$ cat src/rtl/mqufi_pkg.sv
// Shared types and codes for the multi-queue urgent front-insert unit.
`timescale 1ns / 1ps

package mqufi_pkg;

  localparam int unsigned IdxW   = 4;
  localparam int unsigned IdW    = 16;
  localparam int unsigned CountW = 4;
  localparam int unsigned WordW  = IdW + 1;

  typedef enum logic {
    CMD_ADD  = 1'b0,
    CMD_TAKE = 1'b1
  } cmd_e;

  typedef enum logic [1:0] {
    STATUS_DONE  = 2'd0,
    STATUS_FULL  = 2'd1,
    STATUS_EMPTY = 2'd2
  } status_e;

  typedef struct packed {
    cmd_e             command;
    logic [IdxW-1:0]  queue_index;
    logic             urgent_flag;
    logic [IdW-1:0]   entry_id;
  } req_t;

  typedef struct packed {
    status_e            status;
    logic [IdW-1:0]     taken_id;
    logic               taken_urgent;
    logic [CountW-1:0]  queue_count;
  } rsp_t;

endpackage

$ cat src/rtl/multi_queue_urgent_front_insert_unit.sv
// Bank of bounded ring-buffer deques with tail append, urgent head insert and head take.
`timescale 1ns / 1ps

// One transaction is accepted in every cycle (busy stays low) and its result is
// presented with valid_o for exactly one cycle, in the cycle after the start. All
// queue pointers and counts are updated at the accepting edge, so back-to-back
// transactions to the same queue see each other in order. The entry store is a
// single memory written or read at most once per cycle; its read data is registered
// and forms the taken fields of the result. The receiver cannot stall the result.
module multi_queue_urgent_front_insert_unit #(
  parameter int unsigned NUM_QUEUES  = 16,
  parameter int unsigned QUEUE_DEPTH = 8
) (
  input  logic              clk_i,
  input  logic              rst_ni,
  input  logic              start,
  output logic              busy,
  input  mqufi_pkg::req_t   req_i,
  output logic              valid_o,
  output mqufi_pkg::rsp_t   rsp_o
);

  import mqufi_pkg::*;

  localparam int unsigned HeadW = $clog2(QUEUE_DEPTH);
  localparam int unsigned CntW  = $clog2(QUEUE_DEPTH + 1);
  localparam int unsigned QW    = (NUM_QUEUES > 1) ? $clog2(NUM_QUEUES) : 1;
  localparam int unsigned Words = NUM_QUEUES * QUEUE_DEPTH;
  localparam int unsigned AddrW = $clog2(Words);

  logic [HeadW-1:0] head_q  [NUM_QUEUES];
  logic [CntW-1:0]  count_q [NUM_QUEUES];
  logic [WordW-1:0] mem_q   [Words];

  logic             accept;
  logic [QW-1:0]    q_idx;
  logic             q_valid;
  logic [HeadW-1:0] head_cur;
  logic [CntW-1:0]  cnt_cur;
  logic [HeadW:0]   tail_sum;
  logic [HeadW-1:0] tail_slot;
  logic [HeadW-1:0] head_dec;
  logic [HeadW-1:0] head_inc;
  logic [AddrW-1:0] base_addr;

  logic             upd_en;
  logic [HeadW-1:0] head_d;
  logic [CntW-1:0]  cnt_d;
  logic             wr_en;
  logic             rd_en;
  logic [HeadW-1:0] slot_sel;
  logic [AddrW-1:0] mem_addr;
  status_e          status_d;
  logic             take_ok_d;
  logic [CntW-1:0]  cnt_out_d;

  logic             valid_q;
  status_e          status_q;
  logic             take_ok_q;
  logic [CountW-1:0] rsp_cnt_q;
  logic [WordW-1:0] rd_data_q;

  assign busy   = 1'b0;
  assign accept = start && !busy;

  assign q_idx    = QW'(req_i.queue_index);
  assign q_valid  = (32'(req_i.queue_index) < NUM_QUEUES);
  assign head_cur = head_q[q_idx];
  assign cnt_cur  = count_q[q_idx];

  // Head is below the depth and count at most the depth, so one conditional subtract wraps the tail.
  assign tail_sum  = {1'b0, head_cur} + (HeadW + 1)'(cnt_cur);
  assign tail_slot = (tail_sum >= (HeadW + 1)'(QUEUE_DEPTH))
                     ? HeadW'(tail_sum - (HeadW + 1)'(QUEUE_DEPTH))
                     : HeadW'(tail_sum);
  assign head_dec  = (head_cur == '0) ? HeadW'(QUEUE_DEPTH - 1) : head_cur - HeadW'(1);
  assign head_inc  = (head_cur == HeadW'(QUEUE_DEPTH - 1)) ? '0 : head_cur + HeadW'(1);
  assign base_addr = AddrW'(AddrW'(q_idx) * AddrW'(QUEUE_DEPTH));
  assign mem_addr  = base_addr + AddrW'(slot_sel);

  always_comb begin
    upd_en    = 1'b0;
    head_d    = head_cur;
    cnt_d     = cnt_cur;
    wr_en     = 1'b0;
    rd_en     = 1'b0;
    slot_sel  = head_cur;
    status_d  = STATUS_DONE;
    take_ok_d = 1'b0;
    cnt_out_d = '0;
    unique case (req_i.command)
      CMD_ADD: begin
        if (!q_valid) begin
          status_d = STATUS_FULL;
        end else if (cnt_cur >= CntW'(QUEUE_DEPTH)) begin
          status_d  = STATUS_FULL;
          cnt_out_d = cnt_cur;
        end else begin
          upd_en    = 1'b1;
          wr_en     = 1'b1;
          cnt_d     = cnt_cur + CntW'(1);
          cnt_out_d = cnt_d;
          if (req_i.urgent_flag) begin
            head_d   = head_dec;
            slot_sel = head_dec;
          end else begin
            slot_sel = tail_slot;
          end
        end
      end
      CMD_TAKE: begin
        if (!q_valid || cnt_cur == '0) begin
          status_d = STATUS_EMPTY;
        end else begin
          upd_en    = 1'b1;
          rd_en     = 1'b1;
          take_ok_d = 1'b1;
          head_d    = head_inc;
          cnt_d     = cnt_cur - CntW'(1);
          cnt_out_d = cnt_d;
        end
      end
      default: begin
        status_d = STATUS_EMPTY;
      end
    endcase
  end

  always_ff @(posedge clk_i or negedge rst_ni) begin
    if (!rst_ni) begin
      for (int i = 0; i < NUM_QUEUES; i++) begin
        head_q[i]  <= '0;
        count_q[i] <= '0;
      end
    end else if (accept && upd_en) begin
      head_q[q_idx]  <= head_d;
      count_q[q_idx] <= cnt_d;
    end
  end

  // Entry store: at most one write or one read per transaction, read data registered.
  always_ff @(posedge clk_i) begin
    if (accept && wr_en) begin
      mem_q[mem_addr] <= {req_i.urgent_flag, req_i.entry_id};
    end
    if (accept && rd_en) begin
      rd_data_q <= mem_q[mem_addr];
    end
  end

  always_ff @(posedge clk_i or negedge rst_ni) begin
    if (!rst_ni) begin
      valid_q   <= 1'b0;
      status_q  <= STATUS_DONE;
      take_ok_q <= 1'b0;
      rsp_cnt_q <= '0;
    end else begin
      valid_q <= accept;
      if (accept) begin
        status_q  <= status_d;
        take_ok_q <= take_ok_d;
        rsp_cnt_q <= CountW'(cnt_out_d);
      end
    end
  end

  assign valid_o            = valid_q;
  assign rsp_o.status       = status_q;
  assign rsp_o.taken_id     = take_ok_q ? rd_data_q[IdW-1:0] : '0;
  assign rsp_o.taken_urgent = take_ok_q ? rd_data_q[IdW] : 1'b0;
  assign rsp_o.queue_count  = rsp_cnt_q;

  assert property (@(posedge clk_i) disable iff (!rst_ni)
    accept |=> valid_o)
    else $error("accepted transaction produced no result");

  assert property (@(posedge clk_i) disable iff (!rst_ni)
    (valid_o && rsp_o.status != STATUS_DONE) |-> (rsp_o.taken_id == '0 && !rsp_o.taken_urgent))
    else $error("failed operation returned taken data");

  assert property (@(posedge clk_i) disable iff (!rst_ni)
    (valid_o && rsp_o.status == STATUS_EMPTY) |-> (rsp_o.queue_count == '0))
    else $error("empty status with nonzero count");

  assert property (@(posedge clk_i) disable iff (!rst_ni)
    (accept && wr_en) |-> !rd_en)
    else $error("entry store written and read by one transaction");

endmodule
$ cat config.mk
export PLATFORM = sky130hd
export DESIGN_NAME = multi_queue_urgent_front_insert_unit
export DESIGN_NICKNAME = d
export VERILOG_FILES = /design/src/rtl/mqufi_pkg.sv /design/src/rtl/multi_queue_urgent_front_insert_unit.sv
export SDC_FILE = /design/constraint.sdc
export NUM_CORES = 2
export LEC_CHECK = 0
export BUFFER_PORTS_ARGS = -buffer_cell sky130_fd_sc_hd__buf_2
export CAP_MARGIN = 20
export CORE_UTILIZATION = 55
export CTS_CLUSTER_DIAMETER = 50
export DETAILED_ROUTE_END_ITERATION = 10
export PLACE_DENSITY_LB_ADDON = 0.3
export SLEW_MARGIN = 20
export SYNTH_ARGS = -nofsm -noshare
export SYNTH_HDL_FRONTEND = slang
export SYNTH_SLANG_ARGS = --single-unit
export TNS_END_PERCENT = 10
$ cat constraint.sdc
create_clock -name clk_i -period 12.11 [get_ports clk_i]
set_clock_uncertainty 0.15 [all_clocks]
set_input_delay 1.211 -clock clk_i [delete_from_list [all_inputs] [get_ports clk_i]]
set_output_delay 1.211 -clock clk_i [all_outputs]
set_load 0.05 [all_outputs]
## After elaboration in Yosys (flattened, before gate mapping)

Memory sizes are Yosys's and may differ from the RTL's. A register that Yosys moved wholly into a read port is not among the register bits.
Cells that the tools add are included.

| storage, ports and cells | value |
|---|---|
| word-level logic and storage cells | 96 |
| memories | 1 |
| output and inout port bits | 25 |
| RAM bits | 2176 |
| register bits | 120 |

Memory list:

| name | depth | bits a word | read ports | clocked after Yosys merged registers in | write ports | line | text |
|---|---|---|---|---|---|---|---|
| mem_q | 128 | 17 | 1 | 1 | 1 | multi_queue_urgent_front_insert_unit.sv:33 | `logic [WordW-1:0] mem_q [Words];` |

| cells by class | value |
|---|---|
| $lt $le $gt $ge | 4 |
| bitwise operators | 2 |
| reduce and logical (&&, ||, !) cells | 6 |
| mux-type cells | 39 |
| eq/ne operators | 1 |
| add/subtract/negate cells | 7 |

Operators with widths:

| kind | count |
|---|---|
| bitwise mux 64 bit | 1 |
| bitwise mux 48 bit | 1 |
| 2-to-1 mux 3 bit | 12 |
| 2-to-1 mux 4 bit | 6 |
| binary-select mux 4 bit (select 4 bit) | 1 |
| demux 4 bit (select 4 bit) | 1 |
| 2-to-1 mux 16 bit | 1 |
| case mux 4 bit (2 select lines) | 2 |
| binary-select mux 3 bit (select 4 bit) | 1 |
| demux 3 bit (select 4 bit) | 1 |
| greater-or-equal comparator 4 bit (second input constant) | 2 |
| 2-to-1 mux 1 bit | 8 |
| adder 7 x 3 -> 7 bit | 1 |
| case mux 3 bit (2 select lines) | 1 |
| subtractor 3 x 1 -> 3 bit (second input constant) | 2 |
| greater-or-equal comparator 5 bit (second input constant) | 1 |
| < comparator 5 x 1 -> 1 bit (second input constant) | 1 |
| NOT 4 -> 5 bit | 1 |
| adder 3 x 4 -> 4 bit | 1 |
| adder 4 x 1 -> 4 bit (second input constant) | 1 |
| logical AND 1 bit | 4 |
| logical NOT 4 bit | 1 |
| case mux 2 bit (2 select lines) | 1 |
| subtractor 4 x 1 -> 4 bit (second input constant) | 1 |
| other kinds (6) | 6 |

## Longest topological paths before layout

| depth | value |
|---|---|
| depth in word-level cells | 11 |
| gate-level depth with buffers | 24 |
| depth with buffers taken out | 16 |

## Worst setup path before layout

Ideal clock, no wire load.

| timing path | value |
|---|---|
| kind | input port to flip-flop |
| from | in req_i[17] (netlist name) |
| to | mem mem_q[47][0] (netlist name), enable pin |
| slack | 5.047 ns |
| data required time | 11.569 ns |
| cell stages on the path | 19 |
| data arrival time | 6.522 ns |
| library setup time | 0.391 ns |
| path through | buf_6 buf_4 buf_1 mux4_2 mux4_2 ha_1 inv_1 fa_1 mux2i_1 mux2_2 buf_2 buf_2 buf_2 buf_2 buf_2 buf_1 nand3_1 clkbuf_1 nor2_1 |

| on the way | value |
|---|---|
| cells in the longest elaborated chain, start to end | 11 |
| elaborated cells between the ends (all ways) | 24 |
| those cells by class | add/sub (4); order compare (2); mux (15); bitwise (1); reduce/logical (2) |

Ends and longest elaborated chain:

| element | line | text |
|---|---|---|
| start, declared | multi_queue_urgent_front_insert_unit.sv:18 | `input mqufi_pkg::req_t req_i,` |
| NOT 4 -> 5 bit (implied by the code) | multi_queue_urgent_front_insert_unit.sv:68, multi_queue_urgent_front_insert_unit.sv:69 |  |
| binary-select mux 3 bit (select 4 bit) / binary-select mux 4 bit (select 4 bit) (equally long branches) | multi_queue_urgent_front_insert_unit.sv:68, multi_queue_urgent_front_insert_unit.sv:69 |  |
| 2-to-1 mux 3 bit (implied by the code) / 2-to-1 mux 4 bit (equally long branches) (2 in a row) | multi_queue_urgent_front_insert_unit.sv:68, multi_queue_urgent_front_insert_unit.sv:69 |  |
| adder 3 x 4 -> 4 bit | multi_queue_urgent_front_insert_unit.sv:72 | `assign tail_sum = {1'b0, head_cur} + (HeadW + 1)'(cnt_cur);` |
| greater-or-equal comparator 4 bit / subtractor 3 x 1 -> 3 bit (equally long branches) | multi_queue_urgent_front_insert_unit.sv:73, multi_queue_urgent_front_insert_unit.sv:74 |  |
| 2-to-1 mux 3 bit | multi_queue_urgent_front_insert_unit.sv:74 | `? HeadW'(tail_sum - (HeadW + 1)'(QUEUE_DEPTH))` |
| 2-to-1 mux 3 bit | multi_queue_urgent_front_insert_unit.sv:103 | `if (req_i.urgent_flag) begin` |
| 2-to-1 mux 3 bit | multi_queue_urgent_front_insert_unit.sv:95 | `end else if (cnt_cur >= CntW'(QUEUE_DEPTH)) begin` |
| 2-to-1 mux 3 bit | multi_queue_urgent_front_insert_unit.sv:91 | `unique case (req_i.command)` |
| adder 7 x 3 -> 7 bit | multi_queue_urgent_front_insert_unit.sv:79 | `assign mem_addr = base_addr + AddrW'(slot_sel);` |
| end, declared | multi_queue_urgent_front_insert_unit.sv:33 |  |

Several ways; a longest one is shown, not always the timed one. The select of a mux whose other input is x is not followed.

## Worst setup path after layout

| timing path | value |
|---|---|
| from | in req_i[17] (netlist name) |
| to | reg rd_data_q[12] (read register of mem_q), data pin |

| on the way | value |
|---|---|
| cells in the longest elaborated chain, start to end | 11 |
| elaborated cells between the ends (all ways) | 23 |
| those cells by class | add/sub (4); order compare (2); mux (13); bitwise (1); reduce/logical (3) |

Ends and longest elaborated chain:

| element | line | text |
|---|---|---|
| NOT 4 -> 5 bit (implied by the code) | multi_queue_urgent_front_insert_unit.sv:68, multi_queue_urgent_front_insert_unit.sv:69 |  |
| binary-select mux 3 bit (select 4 bit) / binary-select mux 4 bit (select 4 bit) (equally long branches) | multi_queue_urgent_front_insert_unit.sv:68, multi_queue_urgent_front_insert_unit.sv:69 |  |
| 2-to-1 mux 3 bit (implied by the code) / 2-to-1 mux 4 bit (equally long branches) (2 in a row) | multi_queue_urgent_front_insert_unit.sv:68, multi_queue_urgent_front_insert_unit.sv:69 |  |
| adder 3 x 4 -> 4 bit | multi_queue_urgent_front_insert_unit.sv:72 |  |
| greater-or-equal comparator 4 bit / subtractor 3 x 1 -> 3 bit (equally long branches) | multi_queue_urgent_front_insert_unit.sv:73, multi_queue_urgent_front_insert_unit.sv:74 |  |
| 2-to-1 mux 3 bit | multi_queue_urgent_front_insert_unit.sv:74 |  |
| 2-to-1 mux 3 bit | multi_queue_urgent_front_insert_unit.sv:103 |  |
| 2-to-1 mux 3 bit | multi_queue_urgent_front_insert_unit.sv:95 |  |
| 2-to-1 mux 3 bit | multi_queue_urgent_front_insert_unit.sv:91 |  |
| adder 7 x 3 -> 7 bit | multi_queue_urgent_front_insert_unit.sv:79 |  |
| end, declared | multi_queue_urgent_front_insert_unit.sv:61 | `logic [WordW-1:0] rd_data_q;` |

Several ways; a longest one is shown, not always the timed one. The select of a mux whose other input is x is not followed.
A chain may end at the register's enable or synchronous reset.

==> results.py <==
metrics = {
    "cts": {
        "ctsRootBufferMaster": "clkbuf_16",
        "tritoncts": "built",
        "holdBufCountCts": 0,
        "cts_num_sinks": 2313,
        "post-cts-setup-buffer-count": 0,
        "clk-insertion-delay-late_ns": 0.85,
        "path_clk_slew_ns": 0.06,
        "post_cts_resized": 0,
        "cts.path.max_buffers": 3,
        "htree_levels": 4,
        "numCtsBuffers": 224,
    },
    "run_status": {
        "violations": "design-rule violations",
        "outcome": "complete, but fails checks",
    },
    "placement": {
        "port_buf_inserts": 48,
        "post-place-ws_ns": 3.18,
        "placed_cell_area_mm2": 0.0945,
        "gp_congestion": 0.915,
        "dp_hpwl_mm": 137,
    },
    "synthesis": {
        "mean_instance_size_in_the_synthesized_netlist_um2": 15.3,
        "share_of_async_settable_or_async_resettable_flops_after_synthesis": 0.0519,
        "post_synth_inst_count": 5984,
        "synthDistinctLibCells": 62,
        "synth-seq-area-share": 0.752,
        "synthesis.area_mm2": 0.0915,
        "synthDominantCellAreaShare": 0.719,
        "cell_type_contributing_the_most_total_cell_area_after_synthesis": "edfxtp_1",
        "synth_top_flop_cell": "edfxtp_1",
        "yosysWarningCount": 0,
        "ys_seq_elements": 2313,
        "edff_count_synth": 2193,
        "synth_fp_nets": 6018,
        "synth_top_cells_by_area": "edfxtp_1, nand2_1, mux4_2, dfrtp_1, nand3_1",
    },
    "finish": {
        "final_cell_mix": "edfxtp_1, nand2_1, nand3_1",
        "most_frequent_standard_cell_in_the_layout_excluding_fill_and_tap_cells": "edfxtp_1",
        "area.growth.synth_to_final_pct": 11.4,
        "multiInputGateArea_mm2": 0.0209,
        "layout.core_utilization": 0.617,
        "fin_nets": 6111,
        "nFillCells": 11640,
        "layout-drive-gt1-share": 0.151,
        "seqCellArea_mm2": 0.0689,
        "layout.cell_area.non_filler_mm2": 0.102,
    },
    "critical_path": {
        "r2r.worst_path.cells": 18,
        "worst_setup_path_end_kind": "register",
        "worst_ep_arrival_time_ns": 8.76,
        "critPathMaxFanout": 79,
        "worstPathRequired_ns": 12.68,
        "worstSetupEndpoint": "rd_data_q[12]",
        "worst_setup_path_start": "req_i[17]",
        "cp_class": "input port to register",
        "reg2reg_from": "head_q[21]",
        "setup.worst_path.start_class": "input port",
        "setup.reg_to_reg.worst_slack_ns": 5.21,
        "worst_r2r_endpoint": "rd_data_q[12]",
    },
    "routing": {
        "route.vias.total": 54112,
        "route.detailed.drc": 20,
        "totalWireLength_mm": 243,
        "detailedRoute.firstPassIterationCount": 8,
        "drt_iter0_markers": 7486,
        "via_per_inst": 6.40,
        "route.detailed.wl_per_inst_um": 28.7,
        "drt.antenna.violating_nets": 0,
    },
    "grt": {
        "first_global_vias": 51255,
        "number_of_antenna_violations_at_the_first_check_in_global_routing": 14,
        "global_route.overflow_total": 0,
        "wire_length_of_the_first_global_routing_pass_mm": 352,
        "grt_start_max_net_pins": 176,
        "gr-usage-all-layers": 0.287,
    },
    "power": {
        "pwr-share-seq": 0.377,
        "power_switching_share": 0.356,
        "clockPowerShare": 0.288,
        "switching_pwr_w": 0.00862,
        "power_leakage_nw": 34.1,
        "combinationalPowerShare": 0.335,
        "power.density_mw_per_mm2": 237,
        "vdd_ir_drop_max_v": 0.000312,
        "finalPower_w": 0.0242,
        "cellInternalPower_w": 0.0156,
    },
    "floorplan": {
        "coreArea_mm2": 0.165,
        "core.rowCount": 149,
        "pin_count": 50,
        "floorplan_die_width_um": 410,
        "die-height_um": 410,
        "die_area_mm2": 0.168,
        "start_util": 0.554,
    },
    "sta": {
        "finalCritPeriodShare": 0.677,
        "layout_setup_ws_ns": 3.91,
        "worst-slew-pin-transition_ns": 1.29,
        "hold_viol": 0,
        "max_freq_ghz": 0.122,
        "timing.final.max_slew_violations": 0,
        "grt_setup_unrepaired": "false",
        "fin_crit_period_ns": 8.20,
        "setup_tns_ns": 0,
        "report.final.setup_viol": 0,
        "slew_headroom": 0.130,
    },
    "run": {
        "cap_viol_max_count": 0,
    },
    "worst_hold_path": {
        "min_path_type": "input port to async pin",
    },
}
==> routing by layer <==
layer  vias to the layer above  share of wire  GRT usage
li1                      23013              -          -
met1                     27405           0.39      0.410
met2                      3164           0.45      0.428
met3                       518           0.12     0.0680
met4                        12          0.043      0.118
met5                         -        0.00042          0
==> sequential cells by signal (all words and copies together) (netlist names) <==
register and count:
mem_q 2176, count_q 64, head_q 48, rd_data_q 17
rsp_cnt_q 4, status_q 2, take_ok_q 1, valid_o 1
==> layout make-up <==
class,instances,area share
multi-input cells,3268,0.205
clock buffers,268,0.0583
well taps,2189,0.0269
repair buffers,256,0.0200
diodes,7,0.000172
inverters,14,0.000515
flip-flops and latches,2313,0.675
clock inverters,146,0.0140
==> critical path: stages <==
cell	delay (ns)
buf_6	0.63
buf_4	0.65
mux4_2	0.59
a32o_1	0.27
or2_2	0.34
ha_1	0.20
inv_1	0.08
fa_1	0.39
mux2i_1	0.31
mux2_8	0.67
buf_4	0.59
buf_4	0.72
nand2_1	0.16
nand3_1	0.12
a21oi_1	0.09
nor3_1	0.74
o211ai_1	0.37
nor3_1	0.28
or4_1	0.15
==> power by group through the flow <==
| stage | sequential [W] | clock, W | combinational [W] |
|---|---|---|---|
| floorplan | 0.00927 | 0 | 0.00545 |
| global placement | 0.00929 | 0 | 0.00784 |
| detailed placement | 0.00930 | 0 | 0.00796 |
| CTS | 0.00914 | 0.00701 | 0.00800 |
| global route | 0.00916 | 0.00729 | 0.00862 |
| finish | 0.00914 | 0.00696 | 0.00811 |
==> cells in the mapped netlist (4+ instances only) <==
| cell | count |
|---|---|
| nor3_1 | 68 |
| edfxtp_1 | 2193 |
| o211ai_1 | 83 |
| dfrtp_1 | 120 |
| a221oi_1 | 17 |
| or3_1 | 7 |
| and2_1 | 20 |
| nor2b_1 | 4 |
| a32o_1 | 17 |
| nand2_1 | 1218 |
| o22ai_1 | 80 |
| or4_1 | 16 |
| o32ai_1 | 19 |
| mux2_2 | 144 |
| nand4b_1 | 16 |
| or2_2 | 4 |
| buf_6 | 20 |
| a211oi_1 | 4 |
| nor2_1 | 214 |
| buf_2 | 104 |
| nand3_1 | 496 |
| a31oi_1 | 40 |
| o41ai_1 | 16 |
| mux4_2 | 188 |
| mux2i_1 | 114 |
| clkbuf_1 | 199 |
| and3_1 | 74 |
| buf_4 | 28 |
| o21ai_0 | 37 |
| mux2_1 | 5 |
| o221ai_1 | 16 |
| buf_1 | 36 |
| inv_1 | 11 |
| ha_1 | 8 |
| a311oi_1 | 72 |
| a21oi_1 | 240 |
==> metrics by stage <==
stage                     hold slack [ns]  instances
final                               0.220       8461
after global routing                0.240       8454
after CTS                           0.192       8451
after detailed placement            0.322       8037
after global placement              0.316       8035
after floorplan                     0.325       5984
==> worst min-delay path by stage <==
stage | from | slack (ns) | cells after the start | end
detailed placement | rsp_cnt_q[1] | 0.32 | 1 | rsp_cnt_q[1]
CTS | rst_ni | 0.19 | 1 | count_q[17]
global placement | rsp_cnt_q[1] | 0.32 | 1 | rsp_cnt_q[1]
global route | rst_ni | 0.24 | 1 | count_q[21]
finish | rst_ni | 0.22 | 1 | count_q[63]
floorplan | count_q[14] | 0.33 | 1 | count_q[14]
==> kinds of logic after synthesis <==
kind of cell	share of synthesized area
mux	0.0770
buf+inv	0.0210
flops	0.752
fa+ha+maj	0.00131
compound gates	0.0470
xor+xnor	0.000287
other cells	0.0000410
simple gates	0.101
No activity file was read; power rests on OpenSTA's default activity.
